[src/hdl/tsbq_pkg.sv]
// ----------------------------------------------------------------------------
// tsbq_pkg
// shared types, codes and defaults for the typed shared buffer queue
// ----------------------------------------------------------------------------
package tsbq_pkg;

   localparam int DEPTH_DEF      = 32;
   localparam int CLASSES_DEF    = 2;
   localparam int DATA_WIDTH_DEF = 64;

   localparam logic OP_DEPOSIT = 1'b0;
   localparam logic OP_TAKE    = 1'b1;

   typedef enum logic [1:0] {
      ST_DONE  = 2'd0,
      ST_FULL  = 2'd1,
      ST_EMPTY = 2'd2
   } status_type;

   typedef enum logic [3:0] {
      S_INIT,
      S_IDLE,
      S_CHECK,
      S_D_NEXT,
      S_D_WRITE,
      S_D_LINK,
      S_T_HEAD,
      S_T_LOOK,
      S_T_CHECK,
      S_T_UNLINK,
      S_T_PUSH
   } state_type;

   typedef struct packed {
      logic       init_step;
      logic       latch;
      logic       link_rd_free;
      logic       link_rd_newest;
      logic       cap_next;
      logic       dep_write;
      logic       dep_commit;
      logic       cap_cur;
      logic       walk_eval;
      logic       unlink;
      logic       push;
      logic       respond;
      status_type code;
   } cmd_type;

   typedef struct packed {
      logic init_last;
      logic is_take;
      logic dep_ok;
      logic take_ok;
      logic class_match;
      logic walk_last;
   } stat_type;

endpackage

[src/hdl/tsbq_ctrl.sv]
// ----------------------------------------------------------------------------
// tsbq_ctrl
// sequencer for link init, deposit and take walk of the shared buffer queue
// ----------------------------------------------------------------------------
module tsbq_ctrl (
   input  logic               clock,
   input  logic               reset,
   input  logic               start,
   input  tsbq_pkg::stat_type stat,
   output logic               busy,
   output tsbq_pkg::cmd_type  cmd
);
   import tsbq_pkg::*;

   state_type state_ff;
   state_type state_in;

   always_ff @(posedge clock) begin
      if (reset) begin
         state_ff <= S_INIT;
      end else begin
         state_ff <= state_in;
      end
   end

   always_comb begin
      state_in = state_ff;
      case (state_ff)
         S_INIT: begin
            if (stat.init_last) begin
               state_in = S_IDLE;
            end
         end
         S_IDLE: begin
            if (start) begin
               state_in = S_CHECK;
            end
         end
         S_CHECK: begin
            if (stat.is_take) begin
               state_in = stat.take_ok ? S_T_HEAD : S_IDLE;
            end else begin
               state_in = stat.dep_ok ? S_D_NEXT : S_IDLE;
            end
         end
         S_D_NEXT:   state_in = S_D_WRITE;
         S_D_WRITE:  state_in = S_D_LINK;
         S_D_LINK:   state_in = S_IDLE;
         S_T_HEAD:   state_in = S_T_LOOK;
         S_T_LOOK:   state_in = S_T_CHECK;
         S_T_CHECK: begin
            if (stat.class_match) begin
               state_in = S_T_UNLINK;
            end else if (stat.walk_last) begin
               state_in = S_IDLE;
            end else begin
               state_in = S_T_LOOK;
            end
         end
         S_T_UNLINK: state_in = S_T_PUSH;
         S_T_PUSH:   state_in = S_IDLE;
         default:    state_in = S_IDLE;
      endcase
   end

   always_comb begin
      cmd      = '0;
      cmd.code = ST_DONE;
      case (state_ff)
         S_INIT: begin
            cmd.init_step = 1'b1;
         end
         S_IDLE: begin
            cmd.latch = start;
         end
         S_CHECK: begin
            if (stat.is_take) begin
               cmd.link_rd_newest = stat.take_ok;
               cmd.respond        = !stat.take_ok;
               cmd.code           = ST_EMPTY;
            end else begin
               cmd.link_rd_free = stat.dep_ok;
               cmd.respond      = !stat.dep_ok;
               cmd.code         = ST_FULL;
            end
         end
         S_D_NEXT: begin
            cmd.cap_next       = 1'b1;
            cmd.link_rd_newest = 1'b1;
         end
         S_D_WRITE: begin
            cmd.dep_write = 1'b1;
         end
         S_D_LINK: begin
            cmd.dep_commit = 1'b1;
            cmd.respond    = 1'b1;
         end
         S_T_HEAD: begin
            cmd.cap_cur = 1'b1;
         end
         S_T_CHECK: begin
            cmd.walk_eval = 1'b1;
            cmd.respond   = !stat.class_match && stat.walk_last;
            cmd.code      = ST_EMPTY;
         end
         S_T_UNLINK: begin
            cmd.unlink = 1'b1;
         end
         S_T_PUSH: begin
            cmd.push    = 1'b1;
            cmd.respond = 1'b1;
         end
         default: begin
            cmd = '0;
         end
      endcase
   end

   assign busy = (state_ff != S_IDLE);

endmodule

[src/hdl/tsbq_dp.sv]
// ----------------------------------------------------------------------------
// tsbq_dp
// slot memories, list pointers, counters and result registers
// ----------------------------------------------------------------------------
module tsbq_dp #(
   parameter int DEPTH      = tsbq_pkg::DEPTH_DEF,
   parameter int CLASSES    = tsbq_pkg::CLASSES_DEF,
   parameter int DATA_WIDTH = tsbq_pkg::DATA_WIDTH_DEF
) (
   input  logic                         clock,
   input  logic                         reset,
   input  tsbq_pkg::cmd_type            cmd,
   output tsbq_pkg::stat_type           stat,
   input  logic                         req_opcode,
   input  logic [$clog2(CLASSES)-1:0]   req_msg_class,
   input  logic [DATA_WIDTH-1:0]        req_payload,
   output logic                         rsp_valid,
   output logic [1:0]                   rsp_status,
   output logic [DATA_WIDTH-1:0]        rsp_payload_out,
   output logic [$clog2(DEPTH+1)-1:0]   rsp_free_slots
);
   import tsbq_pkg::*;

   localparam int SW  = $clog2(DEPTH);
   localparam int CW  = $clog2(DEPTH + 1);
   localparam int CLW = $clog2(CLASSES);

   logic [DATA_WIDTH-1:0] pay_mem [DEPTH];
   logic [CLW-1:0]        cls_mem [DEPTH];
   logic [SW-1:0]         link_mem [DEPTH];

   logic [DATA_WIDTH-1:0] pay_rd_ff;
   logic [CLW-1:0]        cls_rd_ff;
   logic [SW-1:0]         link_rd_ff;

   logic                  op_ff;
   logic [CLW-1:0]        cls_ff;
   logic [DATA_WIDTH-1:0] data_ff;
   logic [SW-1:0]         slot_ff;
   logic [SW-1:0]         prev_ff;
   logic [SW-1:0]         next_ff;
   logic [SW-1:0]         step_ff;
   logic [SW-1:0]         init_ff;
   logic [SW-1:0]         free_head_ff;
   logic [SW-1:0]         newest_ff;
   logic                  empty_ff;
   logic [CW-1:0]         free_count_ff;
   logic [CW-1:0]         free_count_in;
   logic [CW-1:0]         class_count_ff [CLASSES];

   logic                  rsp_valid_ff;
   logic [1:0]            rsp_status_ff;
   logic [DATA_WIDTH-1:0] rsp_payload_ff;
   logic [CW-1:0]         rsp_free_ff;

   logic                  link_we;
   logic [SW-1:0]         link_addr;
   logic [SW-1:0]         link_wdata;
   logic                  cls_valid;
   logic                  match;

   // link port select
   always_comb begin
      link_we    = 1'b0;
      link_addr  = slot_ff;
      link_wdata = slot_ff;
      if (cmd.init_step) begin
         link_we    = 1'b1;
         link_addr  = init_ff;
         link_wdata = (init_ff == '0) ? '0 : init_ff - SW'(1);
      end else if (cmd.link_rd_free) begin
         link_addr = free_head_ff;
      end else if (cmd.link_rd_newest) begin
         link_addr = newest_ff;
      end else if (cmd.dep_write) begin
         link_we    = 1'b1;
         link_wdata = empty_ff ? slot_ff : link_rd_ff;
      end else if (cmd.dep_commit) begin
         link_we    = !empty_ff;
         link_addr  = newest_ff;
         link_wdata = slot_ff;
      end else if (cmd.unlink) begin
         link_we    = 1'b1;
         link_addr  = prev_ff;
         link_wdata = next_ff;
      end else if (cmd.push) begin
         link_we    = 1'b1;
         link_wdata = free_head_ff;
      end
   end

   always_ff @(posedge clock) begin
      if (link_we) begin
         link_mem[link_addr] <= link_wdata;
      end
      link_rd_ff <= link_mem[link_addr];
   end

   always_ff @(posedge clock) begin
      if (cmd.dep_write) begin
         pay_mem[slot_ff] <= data_ff;
         cls_mem[slot_ff] <= cls_ff;
      end
      pay_rd_ff <= pay_mem[slot_ff];
      cls_rd_ff <= cls_mem[slot_ff];
   end

   assign cls_valid = (int'(cls_ff) < CLASSES);
   assign match     = (cls_rd_ff == cls_ff);

   always_comb begin
      stat.init_last   = (init_ff == SW'(DEPTH - 1));
      stat.is_take     = (op_ff == OP_TAKE);
      stat.dep_ok      = cls_valid && (free_count_ff != '0);
      stat.take_ok     = cls_valid && !empty_ff && (class_count_ff[cls_ff] != '0);
      stat.class_match = match;
      stat.walk_last   = (step_ff == SW'(DEPTH - 1));
   end

   always_comb begin
      free_count_in = free_count_ff;
      if (cmd.dep_commit) begin
         free_count_in = free_count_ff - CW'(1);
      end else if (cmd.push) begin
         free_count_in = free_count_ff + CW'(1);
      end
   end

   // request and walk registers
   always_ff @(posedge clock) begin
      if (cmd.latch) begin
         op_ff   <= req_opcode;
         cls_ff  <= req_msg_class;
         data_ff <= req_payload;
         slot_ff <= free_head_ff;
         prev_ff <= newest_ff;
      end
      if (cmd.cap_next) begin
         next_ff <= link_rd_ff;
      end
      if (cmd.cap_cur) begin
         slot_ff <= link_rd_ff;
         step_ff <= '0;
      end
      if (cmd.walk_eval) begin
         next_ff <= link_rd_ff;
         if (!match) begin
            prev_ff <= slot_ff;
            slot_ff <= link_rd_ff;
            step_ff <= step_ff + SW'(1);
         end
      end
   end

   // list state
   always_ff @(posedge clock) begin
      if (reset) begin
         init_ff       <= '0;
         free_head_ff  <= SW'(DEPTH - 1);
         newest_ff     <= '0;
         empty_ff      <= 1'b1;
         free_count_ff <= CW'(DEPTH);
         for (int c = 0; c < CLASSES; c++) begin
            class_count_ff[c] <= '0;
         end
      end else begin
         if (cmd.init_step) begin
            init_ff <= init_ff + SW'(1);
         end
         free_count_ff <= free_count_in;
         if (cmd.dep_commit) begin
            free_head_ff <= next_ff;
            newest_ff    <= slot_ff;
            empty_ff     <= 1'b0;
         end
         if (cmd.unlink && (slot_ff == newest_ff)) begin
            if (next_ff == slot_ff) begin
               empty_ff <= 1'b1;
            end else begin
               newest_ff <= prev_ff;
            end
         end
         if (cmd.push) begin
            free_head_ff <= slot_ff;
         end
         for (int c = 0; c < CLASSES; c++) begin
            if (cls_ff == CLW'(c)) begin
               if (cmd.dep_commit) begin
                  class_count_ff[c] <= class_count_ff[c] + CW'(1);
               end else if (cmd.push) begin
                  class_count_ff[c] <= class_count_ff[c] - CW'(1);
               end
            end
         end
      end
   end

   // result registers
   always_ff @(posedge clock) begin
      if (reset) begin
         rsp_valid_ff <= 1'b0;
      end else begin
         rsp_valid_ff <= cmd.respond;
      end
   end

   always_ff @(posedge clock) begin
      if (cmd.respond) begin
         rsp_status_ff  <= cmd.code;
         rsp_payload_ff <= (cmd.push) ? pay_rd_ff : '0;
         rsp_free_ff    <= free_count_in;
      end
   end

   assign rsp_valid       = rsp_valid_ff;
   assign rsp_status      = rsp_status_ff;
   assign rsp_payload_out = rsp_payload_ff;
   assign rsp_free_slots  = rsp_free_ff;

endmodule

[src/hdl/typed_shared_buffer_queue.sv]
// ----------------------------------------------------------------------------
// typed_shared_buffer_queue
// pool of message slots shared by several classes, free list plus age list
// ----------------------------------------------------------------------------
// After reset the block chains the link memory into the free list in
// S_INIT and holds busy high meanwhile. A request is taken when start is
// high and busy is low. A deposit runs S_CHECK, S_D_NEXT, S_D_WRITE and
// S_D_LINK, a rejected request ends in S_CHECK, and its result strobes on
// rsp_valid right after. A take walks the age list from the oldest entry
// through the single-port link memory, in S_T_LOOK and S_T_CHECK for each
// entry, up to the first of the class (position 1 to DEPTH). Each result
// is shown for one cycle only; the receiver cannot stall it.
module typed_shared_buffer_queue #(
   parameter int DEPTH      = tsbq_pkg::DEPTH_DEF,
   parameter int CLASSES    = tsbq_pkg::CLASSES_DEF,
   parameter int DATA_WIDTH = tsbq_pkg::DATA_WIDTH_DEF
) (
   input  logic                         clock,
   input  logic                         reset,
   input  logic                         start,
   output logic                         busy,
   input  logic                         req_opcode,
   input  logic [$clog2(CLASSES)-1:0]   req_msg_class,
   input  logic [DATA_WIDTH-1:0]        req_payload,
   output logic                         rsp_valid,
   output logic [1:0]                   rsp_status,
   output logic [DATA_WIDTH-1:0]        rsp_payload_out,
   output logic [$clog2(DEPTH+1)-1:0]   rsp_free_slots
);
   import tsbq_pkg::*;

   cmd_type  cmd;
   stat_type stat;

   tsbq_ctrl u_ctrl (
      .clock (clock),
      .reset (reset),
      .start (start),
      .stat  (stat),
      .busy  (busy),
      .cmd   (cmd)
   );

   tsbq_dp #(
      .DEPTH      (DEPTH),
      .CLASSES    (CLASSES),
      .DATA_WIDTH (DATA_WIDTH)
   ) u_dp (
      .clock           (clock),
      .reset           (reset),
      .cmd             (cmd),
      .stat            (stat),
      .req_opcode      (req_opcode),
      .req_msg_class   (req_msg_class),
      .req_payload     (req_payload),
      .rsp_valid       (rsp_valid),
      .rsp_status      (rsp_status),
      .rsp_payload_out (rsp_payload_out),
      .rsp_free_slots  (rsp_free_slots)
   );

endmodule
[config.mk]
export PLATFORM = sky130hd
export DESIGN_NAME = typed_shared_buffer_queue
export DESIGN_NICKNAME = d
export VERILOG_FILES = /design/src/hdl/tsbq_pkg.sv /design/src/hdl/tsbq_ctrl.sv /design/src/hdl/tsbq_dp.sv /design/src/hdl/typed_shared_buffer_queue.sv
export SDC_FILE = /design/constraint.sdc
export NUM_CORES = 2
export LEC_CHECK = 0
export ABC_CLOCK_PERIOD_IN_PS = 5800
export BUFFER_PORTS_ARGS = -buffer_cell sky130_fd_sc_hd__buf_2
export CAP_MARGIN = 15
export CORE_MARGIN = 4
export CORE_UTILIZATION = 40
export DETAILED_ROUTE_END_ITERATION = 12
export PLACE_DENSITY_LB_ADDON = 0.05
export SYNTH_ARGS = -nofsm -noshare
export SYNTH_HDL_FRONTEND = slang
export SYNTH_HIERARCHICAL = 1
export SYNTH_SLANG_ARGS = --single-unit
[constraint.sdc]
create_clock -name clock -period 5.8 [get_ports clock]
set_input_delay 1.16 -clock clock [delete_from_list [all_inputs] [get_ports clock]]
set_output_delay 1.16 -clock clock [all_outputs]
set_load 0.02 [all_outputs]
* After elaboration in Yosys (flattened, before gate mapping)
Memories as Yosys holds them, arrays and structs flattened. A register that Yosys moved wholly into a read port is not among the register bits. Cells that the tools add are included.
Operators by class: add/subtract/negate cells 9, equality and inequality tests 18, muxes and demuxes 93, bitwise logic cells 4, reductions and logical operators 15
Operator list (number):
- 5-bit 2-to-1 mux | 32
- 1-bit 2-to-1 mux | 43
- 6-bit 2-to-1 mux | 6
- 4-bit one-hot mux with 9 select lines | 1
- 6-bit by 1-bit adder with 6-bit output (second input constant) | 3
- 6-bit by 1-bit subtractor with 6-bit output (second input constant) | 3
- 4-bit by 3-bit == test with 1-bit output (second input constant) | 4
- 4-bit 2-to-1 mux | 4
- 4-bit == test (second input constant) | 3
- 6-bit nonzero test | 2
- 5-bit by 1-bit adder with 5-bit output (second input constant) | 2
- 5-bit == test | 2
- 5-bit == test (second input constant) | 2
- 3-bit 2-to-1 mux | 3
- 4-bit by 2-bit == test with 1-bit output (second input constant) | 2
- 5-bit zero test | 1
- 5-bit by 1-bit subtractor with 5-bit output (second input constant) | 1
- 4-bit by 1-bit == test with 1-bit output (second input constant) | 1
- 1-bit zero test | 4
- 4-bit zero test | 1
- 2-bit inequality test (second input constant) | 2
- 4-bit by 1-bit inequality test with 1-bit output (second input constant) | 1
- 1-bit OR | 4
- 2-bit one-hot mux with 2 select lines | 1
- 8 further kinds | 11
Storage, ports and cells: register bits 185, RAM bits 2252, input port bits 69, output and inout bits 74, word-level logic and storage cells 160, memories kept 4
Memory list:
- u_dp.pay_mem | words 32, bits a word 64, rd ports 1, clocked after Yosys merged registers in 1, wr ports 1, RTL line tsbq_dp.sv:28 | logic [DATA_WIDTH-1:0] pay_mem [DEPTH];
- u_dp.link_mem | words 32, bits a word 5, rd ports 1, clocked after Yosys merged registers in 1, wr ports 1, RTL line tsbq_dp.sv:30 | logic [SW-1:0] link_mem [DEPTH];
- u_dp.cls_mem | words 32, bits a word 1, rd ports 1, clocked after Yosys merged registers in 1, wr ports 1, RTL line tsbq_dp.sv:29 | logic [CLW-1:0] cls_mem [DEPTH];
- u_dp.class_count_ff | words 2, bits a word 6, rd ports 3, clocked after Yosys merged registers in 1, wr ports 2, RTL line tsbq_dp.sv:49 | logic [CW-1:0] class_count_ff [CLASSES];

* Depth between registers and ports, before layout
depth in word-level cells 11, depth in mapped cells 15, gate-level depth less buffers 13

* Modules after synthesis
Netlist, hierarchy kept.
Modules (own cells, without submodules):
- tsbq_dp | times used 1, cells each 4232, area an instance 93548.5 um^2, sequential area each 74101.1 um^2
- tsbq_ctrl | times used 1, cells each 60, area an instance 424.2 um^2, sequential area each 80.1 um^2

* Worst setup path before layout
No wires, ideal clock.
kind reg2reg, from register u_ctrl.state_ff[3], to memory u_dp/cls_mem[0] (netlist name), enable pin, library setup time 488 ps, arrival time 4518 ps, data required time 5312 ps, setup slack 793 ps, cell stages (with the launch flop) 7, buffers on the path 3, clock period less this slack 5007 ps, cells stage by stage dfxtp_1 buf_4 nor3_1 clkbuf_1 or3b_2 clkbuf_1 nor2_1
RTL lines:
- start, declared | RTL line tsbq_ctrl.sv:15 | state_type state_ff;
- start signal, assigned | RTL line tsbq_ctrl.sv:22 | state_ff <= state_in;
- end, declared | RTL line tsbq_dp.sv:29

==> reports/results.txt <==
Initial Utilization: 40.30%
Distinct cells, synth: 71
Synth Instances: 4292
main combinational cell family by area after synthesis: multiplexers
Die Area: 0.2427 mm^2
H-tree depth: 5
# Post-CTS Setup Buffers: 0
post_cts resized: 0
Final Hold Fails: 0
Critical Path RT: 6340 ps
post-route ant nets: 0
nets: 4691
most used cell, CP: nor3_1
via count: 45530
Clock Pin Slew Worst Setup and Hold Paths: 60 ps
# hold bufs at CTS: 0
fmax: 204.4 MHz
asr flop ratio synth: 0%
Post-Route WL: 263.6 mm
synthesized-area fraction occupied by and/or/nand/nor cells: 2.414%
PortBufs: 142
slew margin rel.: 22.06%
die width: 492.7 um
CP Launch Type: flop
clock skew: 47.51 ps
Synth Warn #: 6
core area: 0.2332 mm^2
Synth area leader: edfxtp_1
clk_lat worst skew: 920 ps
commonest non-fill, non-tap cell in the layout: edfxtp_1
Synth Area in Compound Gates: 3.126%
Tightest Hold Check Type: in -> reg
#FFs+latches synth: 2508
Vias/cell: 5.729
HPWL after detailed placement: 126.8 mm
GRT Total Usage: 21.45%
CTS tree: built
Post-synth EDFFs: 2395
Tmin final: 4893 ps
CP top delay family: simple AND/OR/NAND/NOR gates
wire per inst: 33.17 um
mux cell area share after synthesis: 13.94%
vias in the first global route: 46530
WP buf/inv: 0
drt pass-1 iters: 6
syn_nets: 4376
GP Congestion: 0.7574
Layout Area Growth over Synthesis: 15.21%
RSZ-0062 raised after global routing: false
Setup Viol. Count Final: 0
largest net degree at the start of global routing: 134
post-synthesis sequential area ratio: 78.94%
CTS root buf: clkbuf_16
critical path capture point type: flop
MaxCap Viol Count: 0
Power Dens Cells: 359.8 mW/mm^2
Tot Pwr: 38.95 mW
initial antenna violation count: 4
slowest stage cell, crit path: nor3_1
Congestion Overflow GR: 0
fin. max-slew vios: 0
DRC Markers: 0
peak supply drop: 0.0002461 V
period utilization: 84.37%
crit-path max cell delay: 700 ps
CTS Buffer Depth: 4
num ports: 143
worst-path maximum fanout: 27
TNS Setup: 0 ps
first-pass GRT wire length: 366.6 mm
Slew @ Worst Pin: 1166 ps
post-synth top area share: 76.53%
Die Y: 492.7 um
Main synth FF type: edfxtp_1
type of the worst setup path: reg -> reg
XOR/XNOR Fraction of Synth Area: 0.2516%
syn_area_per_cell: 21.89 um^2
leak pwr: 34.16 nW
layout cell share with drive strength beyond 1: 25.60%
top cells by area, synth: edfxtp_1, mux4_2, dfxtp_1
area of the mapped netlist: 0.09397 mm^2
Cell Chain, Critical Path: or4_1 -> nor4_1 -> nor3_1 -> a21oi_1 -> nor3_2 -> nor2_1 -> o21ai_0 -> o21ai_1 -> and2_4 -> nand3_1 -> nor3_1
post-layout utilization of the core: 46.43%
Post-Synth Adder-Cell Area: 0.2077%
Sink Count: 2508
most frequent cells in the layout: edfxtp_1, mux4_2, clkbuf_16
status: finished clean
initial drt markers: 4279
crit path DAT: 5440 ps
total CTS buffers: 289
Cell Rows: 177
## cell families after synthesis
kind of cell | Yosys count
fa+ha+maj | 15
xor+xnor | 27
compound gates | 406
mux | 654
simple gates | 431
flops | 2508
buf+inv | 251
## synth_stat cells, drive strengths merged, types with 6 or more instances
cell / n
a211oi: 10
and2: 67
xnor2: 13
nand2b: 13
and3: 11
clkbuf: 125
nand3: 17
nor2: 121
mux4: 523
nand4: 73
o22ai: 7
buf: 109
ha: 14
o21ai: 23
nand3b: 12
nand2: 57
a21oi: 45
nor3: 19
edfxtp: 2395
a22oi: 282
or2: 6
mux2i: 124
dfxtp: 113
inv: 17
mux2: 7
nor2b: 13
xor2: 14
## final cells by class
type                            count  area, um^2
Antenna cell                        3       7.507
Clock buffer                      401        8003
Clock inverter                     95       820.8
Fill cell                       19480      124900
Inverter                           17       63.81
Multi-Input combinational cell   1533       19110
Sequential cell                  2508       74190
Tap cell                         3132        3919
Timing Repair Buffer              258        2155
## registers in the layout (all words and copies together), names as in the netlist, 2 cells and up, named ones only
register,flops
u_dp/data_ff,64
u_dp/prev_ff,5
u_dp/newest_ff,5
u_dp/pay_rd_ff,64
u_dp/init_ff,5
u_dp/cls_mem,32
u_dp/link_rd_ff,5
u_dp/next_ff,5
u_dp/free_count_ff,6
u_ctrl/state_ff,4
u_dp/free_head_ff,5
u_dp/rsp_payload_out,64
u_dp/slot_ff,5
u_dp/step_ff,5
u_dp/rsp_status,2
u_dp/pay_mem,2048
u_dp/link_mem,160
u_dp/rsp_free_slots,6
u_dp/class_count_ff,12
## path summary, 6_finish.rpt
check	depth (start not counted)	slack, ps	to	from
worst min register to register	1	470	u_dp/step_ff[3]$_DFF_P_	u_dp/step_ff[3]$_DFF_P_
worst max register to register	11	910	u_dp/link_mem[17][0]$_DFFE_PP_	u_dp/class_count_ff[0][1]$_SDFFCE_PP0P_
worst max-delay path	11	910	u_dp/link_mem[17][0]$_DFFE_PP_	u_dp/class_count_ff[0][1]$_SDFFCE_PP0P_
worst min-delay path	1	420	u_dp/data_ff[22]$_DFFE_PP_	req_payload[22]
## through the flow
| stage | hold slack [ps] | cells | worst slack (ps) | instance area, um^2 |
|---|---|---|---|---|
| global placement | 460.2 | 7447 | 906.5 | 99430 |
| global route | 375.0 | 7947 | 603.7 | 108300 |
| CTS | 349.3 | 7943 | 899.7 | 108300 |
| finish | 423.9 | 7947 | 906.6 | 108300 |
| floorplan | 425.5 | 4292 | 793.2 | 93970 |
| detailed placement | 449.5 | 7447 | 895.1 | 99430 |
## power by group
group / total [mW] / internal (mW) / switching, mW
logic: 1.89 / 0.824 / 1.07
registers: 19.9 / 19.8 / 0.120
clock network: 17.2 / 10.2 / 6.97
## per-layer routing
layer  part of all wire [%]  routed length, um  global-route usage, %
met1                     43             114400                  30.23
met2                     49             128900                  35.07
met3                    5.0              13150                  3.157
met4                    2.7               7080                  5.951
met5                      0                  0                      0
Note: power is estimated with default switching activity, not from simulation.
